--- config.mk ---
export PLATFORM = sky130hd
export DESIGN_NAME = i2c_master_bit_engine
export DESIGN_NICKNAME = d
export VERILOG_FILES = /design/src/hw/rtl/i2cm_pkg.sv /design/src/hw/rtl/i2c_master_bit_engine.sv /design/src/hw/rtl/i2cm_in_stage.sv /design/src/hw/rtl/i2cm_engine.sv /design/src/hw/rtl/i2cm_out_stage.sv
export SDC_FILE = /design/constraint.sdc
export NUM_CORES = 1
export LEC_CHECK = 0
export BUFFER_PORTS_ARGS = -buffer_cell sky130_fd_sc_hd__buf_2
export CAP_MARGIN = 30
export CORE_MARGIN = 10
export CORE_UTILIZATION = 45
export DETAILED_ROUTE_END_ITERATION = 6
export GPL_TIMING_DRIVEN = 1
export PLACE_DENSITY = 0.64
export SETUP_SLACK_MARGIN = 0.4
export SLEW_MARGIN = 15
export SYNTH_ARGS = -nofsm -noshare
export SYNTH_HDL_FRONTEND = slang
export SYNTH_HIERARCHICAL = 1
export SYNTH_SLANG_ARGS = --single-unit
export TNS_END_PERCENT = 10
--- constraint.sdc ---
create_clock -name clk -period 7.3 [get_ports clk]
set_clock_uncertainty 0.1 [all_clocks]
set_input_delay 0.73 -clock clk [delete_from_list [all_inputs] [get_ports clk]]
set_output_delay 0.73 -clock clk [all_outputs]
set_load 0.1 [all_outputs]
--- src/hw/rtl/i2cm_pkg.sv ---
// Package for the I2C master bit engine: step codes, command codes and the
// item and result structures shared by the engine, its stages and the top level.
// Depends on nothing.
package i2cm_pkg;

  localparam int DelayWidth = 16;
  localparam logic [DelayWidth-1:0] DELAY_RESET = 16'd50;

  // Command codes carried in the op field.
  localparam logic [2:0] OP_START = 3'd0;
  localparam logic [2:0] OP_STOP  = 3'd1;
  localparam logic [2:0] OP_WRITE = 3'd2;
  localparam logic [2:0] OP_READ  = 3'd3;
  localparam logic [2:0] OP_WACK  = 3'd4;
  localparam logic [2:0] OP_ACK   = 3'd5;
  localparam logic [2:0] OP_NACK  = 3'd6;
  localparam logic [2:0] OP_PROBE = 3'd7;

  localparam logic [3:0] LAST_BIT = 4'd7;

  typedef enum logic [4:0] {
    PH_IDLE,
    PH_START_A,
    PH_START_B,
    PH_START_C,
    PH_STOP_A,
    PH_STOP_B,
    PH_WR_LOW,
    PH_WR_HIGH,
    PH_WR_REL,
    PH_RD_HIGH,
    PH_RD_LOW,
    PH_WACK_A,
    PH_WACK_B,
    PH_WACK_C,
    PH_ACK_A,
    PH_ACK_B,
    PH_ACK_C,
    PH_NACK_A,
    PH_NACK_B,
    PH_NACK_C
  } phase_t;

  typedef struct packed {
    logic       cmd_valid;
    logic [2:0] op;
    logic [7:0] wdata;
    logic       sda_in;
    logic       scl_in;
  } item_t;

  typedef struct packed {
    logic       scl_out;
    logic       sda_out;
    logic       busy_res;
    logic       done_res;
    logic [7:0] rdata;
    logic       nack;
  } result_t;

endpackage

--- src/hw/rtl/i2c_master_bit_engine.sv ---
// Top level of the open-drain I2C master bit engine: input register, step
// sequencer and result register. Depends on i2cm_pkg, i2cm_in_stage,
// i2cm_engine and i2cm_out_stage.
//
//   channel   handshake               payload
//   in        in_valid / in_ready     cmd_valid, op, wdata, sda_in, scl_in
//   out       out_valid / out_ready   scl_out, sda_out, busy_res, done_res, rdata, nack
//   cfg       cfg_valid / cfg_ready   cfg_data (delay_ticks, 16 bits)
//
// Each item is one tick of bus timing and yields exactly one result item.
// An item sits in the input register, and in the cycle the sequencer takes
// it, the whole tick update (phase decision, delay count, pin drives) runs
// through one level of logic into the result register: one item per cycle
// while the result register is not stalled, each item passing the input register and then the result register.
// Only a full result register that is not being taken stalls the engine; the
// input register then holds its item and in_ready falls once it is full.
// Synchronous reset sets the phase to idle, both pins released, the delay to
// 50 ticks and empties both registers. cfg_ready is always high.
module i2c_master_bit_engine (
  input  logic        clk,
  input  logic        rst,
  input  logic        in_valid,
  output logic        in_ready,
  input  logic        cmd_valid,
  input  logic [2:0]  op,
  input  logic [7:0]  wdata,
  input  logic        sda_in,
  input  logic        scl_in,
  output logic        out_valid,
  input  logic        out_ready,
  output logic        scl_out,
  output logic        sda_out,
  output logic        busy_res,
  output logic        done_res,
  output logic [7:0]  rdata,
  output logic        nack,
  input  logic        cfg_valid,
  output logic        cfg_ready,
  input  logic [15:0] cfg_data
);
  import i2cm_pkg::*;

  item_t   in_item;
  item_t   item;
  result_t step_res;
  result_t res;
  logic    in_full;
  logic    can_load;
  logic    step;

  assign in_item = '{cmd_valid: cmd_valid, op: op, wdata: wdata,
                     sda_in: sda_in, scl_in: scl_in};

  // The engine advances one tick whenever an item is waiting and the result
  // register has room for its result.
  assign step = in_full && can_load;

  // The delay register can be written at any time; the user must write it only idle, the block does not enforce it.
  assign cfg_ready = 1'b1;

  i2cm_in_stage u_in_stage (
    .clk      (clk),
    .rst      (rst),
    .in_valid (in_valid),
    .in_ready (in_ready),
    .in_item  (in_item),
    .take     (step),
    .full     (in_full),
    .item     (item)
  );

  i2cm_engine u_engine (
    .clk      (clk),
    .rst      (rst),
    .cfg_we   (cfg_valid && cfg_ready),
    .cfg_data (cfg_data),
    .step     (step),
    .item     (item),
    .res      (step_res)
  );

  i2cm_out_stage u_out_stage (
    .clk       (clk),
    .rst       (rst),
    .load      (step),
    .res_in    (step_res),
    .can_load  (can_load),
    .out_valid (out_valid),
    .out_ready (out_ready),
    .res       (res)
  );

  assign scl_out  = res.scl_out;
  assign sda_out  = res.sda_out;
  assign busy_res = res.busy_res;
  assign done_res = res.done_res;
  assign rdata    = res.rdata;
  assign nack     = res.nack;

endmodule

--- src/hw/rtl/i2cm_in_stage.sv ---
// Input register of the I2C master bit engine: holds one tick item until
// the engine takes it. Depends on i2cm_pkg.
module i2cm_in_stage (
  input  logic           clk,
  input  logic           rst,
  input  logic           in_valid,
  output logic           in_ready,
  input  i2cm_pkg::item_t in_item,
  input  logic           take,
  output logic           full,
  output i2cm_pkg::item_t item
);
  import i2cm_pkg::*;

  // A new item may enter whenever the slot is empty or is emptied this cycle.
  assign in_ready = !full || take;

  always_ff @(posedge clk) begin
    if (rst) begin
      full <= 1'b0;
    end else if (in_ready) begin
      full <= in_valid;
    end
  end

  always_ff @(posedge clk) begin
    if (in_valid && in_ready) begin
      item <= in_item;
    end
  end

endmodule

--- src/hw/rtl/i2cm_engine.sv ---
// Bus step sequencer of the I2C master bit engine: the phase machine, the
// delay counter, bit, shift and read registers and the pin drives.
// Depends on i2cm_pkg.
module i2cm_engine (
  input  logic                          clk,
  input  logic                          rst,
  input  logic                          cfg_we,
  input  logic [i2cm_pkg::DelayWidth-1:0] cfg_data,
  input  logic                          step,
  input  i2cm_pkg::item_t               item,
  output i2cm_pkg::result_t             res
);
  import i2cm_pkg::*;

  logic [DelayWidth-1:0] delay_ticks;
  phase_t                phase, phase_next;
  logic [DelayWidth-1:0] wait_count, wait_count_next;
  logic [3:0]            bit_index, bit_index_next;
  logic [7:0]            shift_byte, shift_byte_next;
  logic [7:0]            read_byte, read_byte_next;
  logic                  ack_flag, ack_flag_next;
  logic [1:0]            pin_drive, pin_drive_next;
  logic                  probe_seq, probe_seq_next;

  // Values after the command or advance decision, before a step is entered.
  logic [7:0] shift_mid;
  logic [1:0] pin_mid;
  logic       do_enter;
  phase_t     target;
  logic       done;
  logic       finish;
  logic       b_bit;

  always_ff @(posedge clk) begin
    if (rst) begin
      delay_ticks <= DELAY_RESET;
    end else if (cfg_we) begin
      delay_ticks <= cfg_data;
    end
  end

  always_ff @(posedge clk) begin
    if (rst) begin
      phase      <= PH_IDLE;
      wait_count <= '0;
      bit_index  <= '0;
      shift_byte <= '0;
      read_byte  <= '0;
      ack_flag   <= 1'b0;
      pin_drive  <= 2'b11;
      probe_seq  <= 1'b0;
    end else if (step) begin
      phase      <= phase_next;
      wait_count <= wait_count_next;
      bit_index  <= bit_index_next;
      shift_byte <= shift_byte_next;
      read_byte  <= read_byte_next;
      ack_flag   <= ack_flag_next;
      pin_drive  <= pin_drive_next;
      probe_seq  <= probe_seq_next;
    end
  end

  // Next state: first decide what happens on this tick, then enter the
  // target step, if one is entered, with its pin drives and a fresh delay count.
  always_comb begin
    shift_mid       = shift_byte;
    pin_mid         = pin_drive;
    do_enter        = 1'b0;
    target          = PH_IDLE;
    done            = 1'b0;
    finish          = 1'b0;
    bit_index_next  = bit_index;
    read_byte_next  = read_byte;
    ack_flag_next   = ack_flag;
    probe_seq_next  = probe_seq;
    phase_next      = phase;
    wait_count_next = wait_count;

    if (phase == PH_IDLE) begin
      if (item.cmd_valid) begin
        probe_seq_next = 1'b0;
        bit_index_next = '0;
        do_enter       = 1'b1;
        unique case (item.op)
          OP_START: target = PH_START_A;
          OP_STOP:  target = PH_STOP_A;
          OP_WRITE: begin
            shift_mid = item.wdata;
            target    = PH_WR_LOW;
          end
          OP_READ: begin
            read_byte_next = '0;
            target         = PH_RD_HIGH;
          end
          OP_WACK:  target = PH_WACK_A;
          OP_ACK:   target = PH_ACK_A;
          OP_NACK:  target = PH_NACK_A;
          OP_PROBE: begin
            // A probe only starts on an idle bus; otherwise it fails at once.
            if (item.sda_in && item.scl_in) begin
              probe_seq_next = 1'b1;
              shift_mid      = item.wdata;
              target         = PH_START_A;
            end else begin
              do_enter      = 1'b0;
              ack_flag_next = 1'b1;
              done          = 1'b1;
            end
          end
        endcase
      end
    end else if (wait_count != '0) begin
      wait_count_next = wait_count - 1'b1;
    end else begin
      do_enter = 1'b1;
      unique case (phase)
        PH_START_A: target = PH_START_B;
        PH_START_B: target = PH_START_C;
        PH_START_C: begin
          if (probe_seq) begin
            bit_index_next = '0;
            target         = PH_WR_LOW;
          end else begin
            finish = 1'b1;
          end
        end
        PH_STOP_A:  target = PH_STOP_B;
        PH_WR_LOW:  target = PH_WR_HIGH;
        PH_WR_HIGH: target = PH_WR_REL;
        PH_WR_REL: begin
          if (bit_index >= LAST_BIT) begin
            if (probe_seq) begin
              target = PH_WACK_A;
            end else begin
              finish = 1'b1;
            end
          end else begin
            bit_index_next = bit_index + 1'b1;
            target         = PH_WR_LOW;
          end
        end
        PH_RD_HIGH: begin
          read_byte_next = {read_byte[6:0], item.sda_in};
          target         = PH_RD_LOW;
        end
        PH_RD_LOW: begin
          if (bit_index >= LAST_BIT) begin
            finish = 1'b1;
          end else begin
            bit_index_next = bit_index + 1'b1;
            target         = PH_RD_HIGH;
          end
        end
        PH_WACK_A:  target = PH_WACK_B;
        PH_WACK_B: begin
          ack_flag_next = item.sda_in;
          target        = PH_WACK_C;
        end
        PH_WACK_C: begin
          if (probe_seq) begin
            target = PH_STOP_A;
          end else begin
            finish = 1'b1;
          end
        end
        PH_ACK_A:   target = PH_ACK_B;
        PH_ACK_B:   target = PH_ACK_C;
        PH_ACK_C: begin
          // SDA is released when the acknowledge completes.
          pin_mid[0] = 1'b1;
          finish     = 1'b1;
        end
        PH_NACK_A:  target = PH_NACK_B;
        PH_NACK_B:  target = PH_NACK_C;
        default:    finish = 1'b1;
      endcase
      if (finish) begin
        do_enter        = 1'b0;
        phase_next      = PH_IDLE;
        wait_count_next = '0;
        probe_seq_next  = 1'b0;
        done            = 1'b1;
      end
    end

    b_bit           = shift_mid[7];
    shift_byte_next = shift_mid;
    pin_drive_next  = pin_mid;
    if (do_enter) begin
      phase_next      = target;
      wait_count_next = (delay_ticks == '0) ? '0 : delay_ticks - 1'b1;
      unique case (target)
        PH_START_A: pin_drive_next = 2'b11;
        PH_START_B: pin_drive_next = 2'b10;
        PH_START_C: pin_drive_next = 2'b00;
        PH_STOP_A:  pin_drive_next = 2'b10;
        PH_STOP_B:  pin_drive_next = 2'b11;
        PH_WR_LOW:  pin_drive_next = {1'b0, b_bit};
        PH_WR_HIGH: pin_drive_next = {1'b1, b_bit};
        PH_WR_REL: begin
          pin_drive_next  = {1'b0, (bit_index_next == LAST_BIT) ? 1'b1 : b_bit};
          shift_byte_next = {shift_mid[6:0], 1'b0};
        end
        PH_RD_HIGH: pin_drive_next = {1'b1, pin_mid[0]};
        PH_RD_LOW:  pin_drive_next = {1'b0, pin_mid[0]};
        PH_WACK_A:  pin_drive_next = {pin_mid[1], 1'b1};
        PH_WACK_B:  pin_drive_next = 2'b11;
        PH_WACK_C:  pin_drive_next = 2'b01;
        PH_ACK_A:   pin_drive_next = {pin_mid[1], 1'b0};
        PH_ACK_B:   pin_drive_next = 2'b10;
        PH_ACK_C:   pin_drive_next = 2'b00;
        PH_NACK_A:  pin_drive_next = {pin_mid[1], 1'b1};
        PH_NACK_B:  pin_drive_next = 2'b11;
        PH_NACK_C:  pin_drive_next = 2'b01;
        default:    phase_next = PH_IDLE;
      endcase
    end
  end

  // Outputs: the result shows the state as it stands after this tick.
  always_comb begin
    res.scl_out  = pin_drive_next[1];
    res.sda_out  = pin_drive_next[0];
    res.busy_res = (phase_next != PH_IDLE);
    res.done_res = done;
    res.rdata    = read_byte_next;
    res.nack     = ack_flag_next;
  end

endmodule

--- src/hw/rtl/i2cm_out_stage.sv ---
// Result register of the I2C master bit engine: holds one result item until
// the consumer takes it. Depends on i2cm_pkg.
module i2cm_out_stage (
  input  logic             clk,
  input  logic             rst,
  input  logic             load,
  input  i2cm_pkg::result_t res_in,
  output logic             can_load,
  output logic             out_valid,
  input  logic             out_ready,
  output i2cm_pkg::result_t res
);
  import i2cm_pkg::*;

  assign can_load = !out_valid || out_ready;

  always_ff @(posedge clk) begin
    if (rst) begin
      out_valid <= 1'b0;
    end else if (can_load) begin
      out_valid <= load;
    end
  end

  always_ff @(posedge clk) begin
    if (load) begin
      res <= res_in;
    end
  end

endmodule

==> flow_metrics.env <==
export IMPL_synth_seq_area_share_pct=41.4
export IMPL_grt_pass1_vias=4202
export IMPL_vdd_drop_max_uv=163
export IMPL_hold_buffers=0
export IMPL_worstSetupPathType="register to register"
export IMPL_synth_warnings=6
export IMPL_die_y_um=125
export IMPL_max_freq_ghz=0.252
export IMPL_place_port_buffers=49
export IMPL_cpPeakStageDelay_ns=0.71
export IMPL_pwr_share_seq_pct=40.0
export IMPL_power_density_nw_per_um2=265
export IMPL_async_reset_ff_share_pct=0
export IMPL_syn_nets=594
export IMPL_cts_max_path_buffers=2
export IMPL_dr_pass1_iters=5
export IMPL_setup_viol=0
export IMPL_min_path_type="register to register"
export IMPL_antenna_found_initial=0
export IMPL_rsz0062_at_grt="false"
export IMPL_row_count=38
export IMPL_gp_congestion=0.912
export IMPL_crit_chain="nor3_1 > and4_1 > nand2_1 > o32ai_1 > buf_2 > or4b_4 > or2_1 > o21ai_0 > a32o_1"
export IMPL_critPathLaunchType="register"
export IMPL_cts_max_level=3
export IMPL_clkTransAtPathRegs_ns=0.10
export IMPL_tritoncts_num_buffers=9
export IMPL_ys_seq_elements=90
export IMPL_tns_ns=0
export IMPL_p_clk_share_pct=24.1
export IMPL_hold_violations=0
export IMPL_cp_max_fo=21
export IMPL_leakage_nw=2.08
export IMPL_layout_drive_gt1_share_pct=14.7
export IMPL_dieWidth_um=125
export IMPL_crit_slowest_cell="nor3_1"
export IMPL_timing_final_crit_share_pct=54.3
export IMPL_synth_cell_type_count=69
export IMPL_crit_path_end_kind="register"
export IMPL_via_per_inst=5.98
export IMPL_post_cts_buffers=0
export IMPL_final_cell_mix="dfxtp_1 (63), nor2_1 (57), buf_2 (50)"
export IMPL_detail_route_antenna_nets=0
export IMPL_dieArea_sq_um=15700
export IMPL_drc=0
export IMPL_drv_slew=0
export IMPL_path_delay_family="simple AND/OR/NAND/NOR gates"
export IMPL_required_ns=7.46
export IMPL_crit_buf_inv=1
export IMPL_grt_overflow_total=0
export IMPL_synth_edff_count=27
export IMPL_grt_max_degree=63
export IMPL_fin_ws_ns=3.33
export IMPL_clock_root_buffer="clkbuf_8"
export IMPL_run_status="complete, no violations"
export IMPL_initial_core_util_pct=46.0
export IMPL_pin_count=51
export IMPL_clock_sinks=90
export IMPL_cts_resized_gates=0
export IMPL_via_count=4377
export IMPL_cts_tree="yes"
export IMPL_switching_power_uw=576
export IMPL_worst_ep_arrival_time_ns=4.13
export IMPL_swShare_pct=39.5
export IMPL_syn_area_sq_um=5010
export IMPL_maxCapViolations=0
export IMPL_core_sq_um=10900
export IMPL_final_common_cell="dfxtp_1"
export IMPL_synth_area_per_cell_sq_um=9.01
export IMPL_wire_per_inst_um=16.9
export IMPL_drt_iter0_drc=476
export IMPL_p_int_uw=883
export IMPL_nNetsFinal=625
export IMPL_relSlewSlack_pct=36.9
export IMPL_period_needed_ns=3.97
export IMPL_grt_pass1_wl_um=20500
export IMPL_pwr_share_comb_pct=35.8
export IMPL_dp_slack_ns=3.33
export IMPL_ys_flop_type="dfxtp_1"
export IMPL_track_usage_pct=15.3
export IMPL_clock_latency_ns=0.38
export IMPL_syn2layout_area_growth_pct=9.92
export IMPL_hpwl_um=8780
export IMPL_max_slew_worst_pin_slew_ns=0.940
export IMPL_routed_wl_um=12400
export IMPL_antenna_cells=0
export IMPL_syn_inst=556
synth_stat cells, types with 3 or more instances:
cell type	instances	area [sq um]
inv_1	19	71.3
edfxtp_1	27	811
and3_1	4	25.0
and2_1	7	43.8
nand3b_1	4	30.0
nand4_1	4	25.0
buf_2	7	35.0
a22oi_1	17	128
nor2_1	57	214
o221a_2	3	33.8
ha_1	3	37.5
or4_1	5	37.5
xnor2_1	9	78.8
o22ai_1	3	18.8
mux2i_1	31	310
buf_1	4	15.0
o32ai_1	7	61.3
xor2_1	6	52.6
and3b_1	4	35.0
a211oi_1	8	60.1
nor2b_1	8	50.1
nand2b_1	12	75.1
clkbuf_1	16	60.1
nor3_1	20	100
a32oi_1	5	43.8
o21ai_0	24	120
a31oi_1	4	25.0
nand3_1	12	60.1
a21oi_1	30	150
or3_1	8	50.1
o211ai_1	7	52.6
a22o_1	10	87.6
nor4b_1	3	26.3
a32o_1	4	40.0
nor4_1	3	18.8
a21o_1	7	52.6
o211a_1	3	30.0
o21ai_1	3	15.0
buf_4	6	45.0
dfxtp_1	63	1260
nand2_1	42	158
metal layers:
layer | up-vias | GRT usage, % | wire, um
met5 | - | 0 | 0
met4 | 0 | 5.83 | 266
met3 | 30 | 3.84 | 511
met2 | 127 | 25.6 | 6080
met1 | 2092 | 18.4 | 5540
li1 | 2128 | - | -
worst reg2reg max path, cell delays in order, from the launching register on:
cell	delay, ns
dfxtp_1	0.36
nor3_1	0.71
and4_1	0.35
nand2_1	0.21
o32ai_1	0.69
buf_2	0.28
or4b_4	0.28
or2_1	0.43
o21ai_0	0.17
a32o_1	0.28
state kept, by name, summed over array words and instances, names as in the netlist:
signal                 count
u_out_stage/res           13
u_engine/phase             5
u_engine/ack_flag          1
u_engine/pin_drive         2
u_engine/shift_byte        8
u_in_stage/item           14
u_in_stage/full            1
u_engine/bit_index         4
u_out_stage/out_valid      1
u_engine/delay_ticks      16
u_engine/probe_seq         1
u_engine/read_byte         8
u_engine/wait_count       16
per-stage QoR:
| step | cells | power [mW] | util, % | area [sq um] | hold WS [ns] |
|---|---|---|---|---|---|
| after floorplan | 556 | 0.993 | - | 5010 | 0.346 |
| final | 732 | 1.46 | 50.6 | 5500 | 0.384 |
| after CTS | 731 | 1.47 | 50.5 | 5500 | 0.385 |
| after global placement | 714 | 1.10 | 48.6 | 5290 | 0.355 |
| after detailed placement | 715 | 1.11 | 48.6 | 5290 | 0.370 |
| after global routing | 732 | 1.54 | 50.6 | 5500 | 0.402 |
worst paths after layout:
kind | start | endpoint | slack (ns) | depth (start not counted)
max | u_engine/wait_count[2] | u_engine/wait_count[8] | 3.33 | 9
min | u_engine/shift_byte[7] | u_engine/shift_byte[7] | 0.38 | 2
max reg2reg | u_engine/wait_count[2] | u_engine/wait_count[8] | 3.33 | 9
min reg2reg | u_engine/shift_byte[7] | u_engine/shift_byte[7] | 0.38 | 2
kinds of logic after synthesis:
group                    share of synthesized area [%]
multiplexers                                      6.20
other                                           0.0749
AND/OR/NAND/NOR                                   22.0
AO/OA/AOI/OAI                                     22.0
adder cells (fa/ha/maj)                          0.750
flip-flops                                        41.4
XOR/XNOR                                          2.62
buffers and inverters                             5.05
cell type report:
| class | instances | area, sq um |
|---|---|---|
| Fill cell | 1020 | 5380 |
| Clock inverter | 6 | 66.3 |
| Inverter | 20 | 75.1 |
| Tap cell | 140 | 175 |
| Clock buffer | 10 | 138 |
| Multi-Input combinational cell | 411 | 2690 |
| Sequential cell | 90 | 2070 |
| Timing Repair Buffer | 55 | 288 |
power by group through the flow:
stage          combinational, mW  clock, mW  sequential [mW]
2_1_floorplan              0.363          0            0.630
3_3_place_gp               0.508          0            0.595
3_5_place_dp               0.514          0            0.595
5_1_grt                    0.571      0.382            0.589
4_1_cts                    0.516      0.366            0.584
6_report                   0.523      0.353            0.584
(Power assumes the default switching activity.)
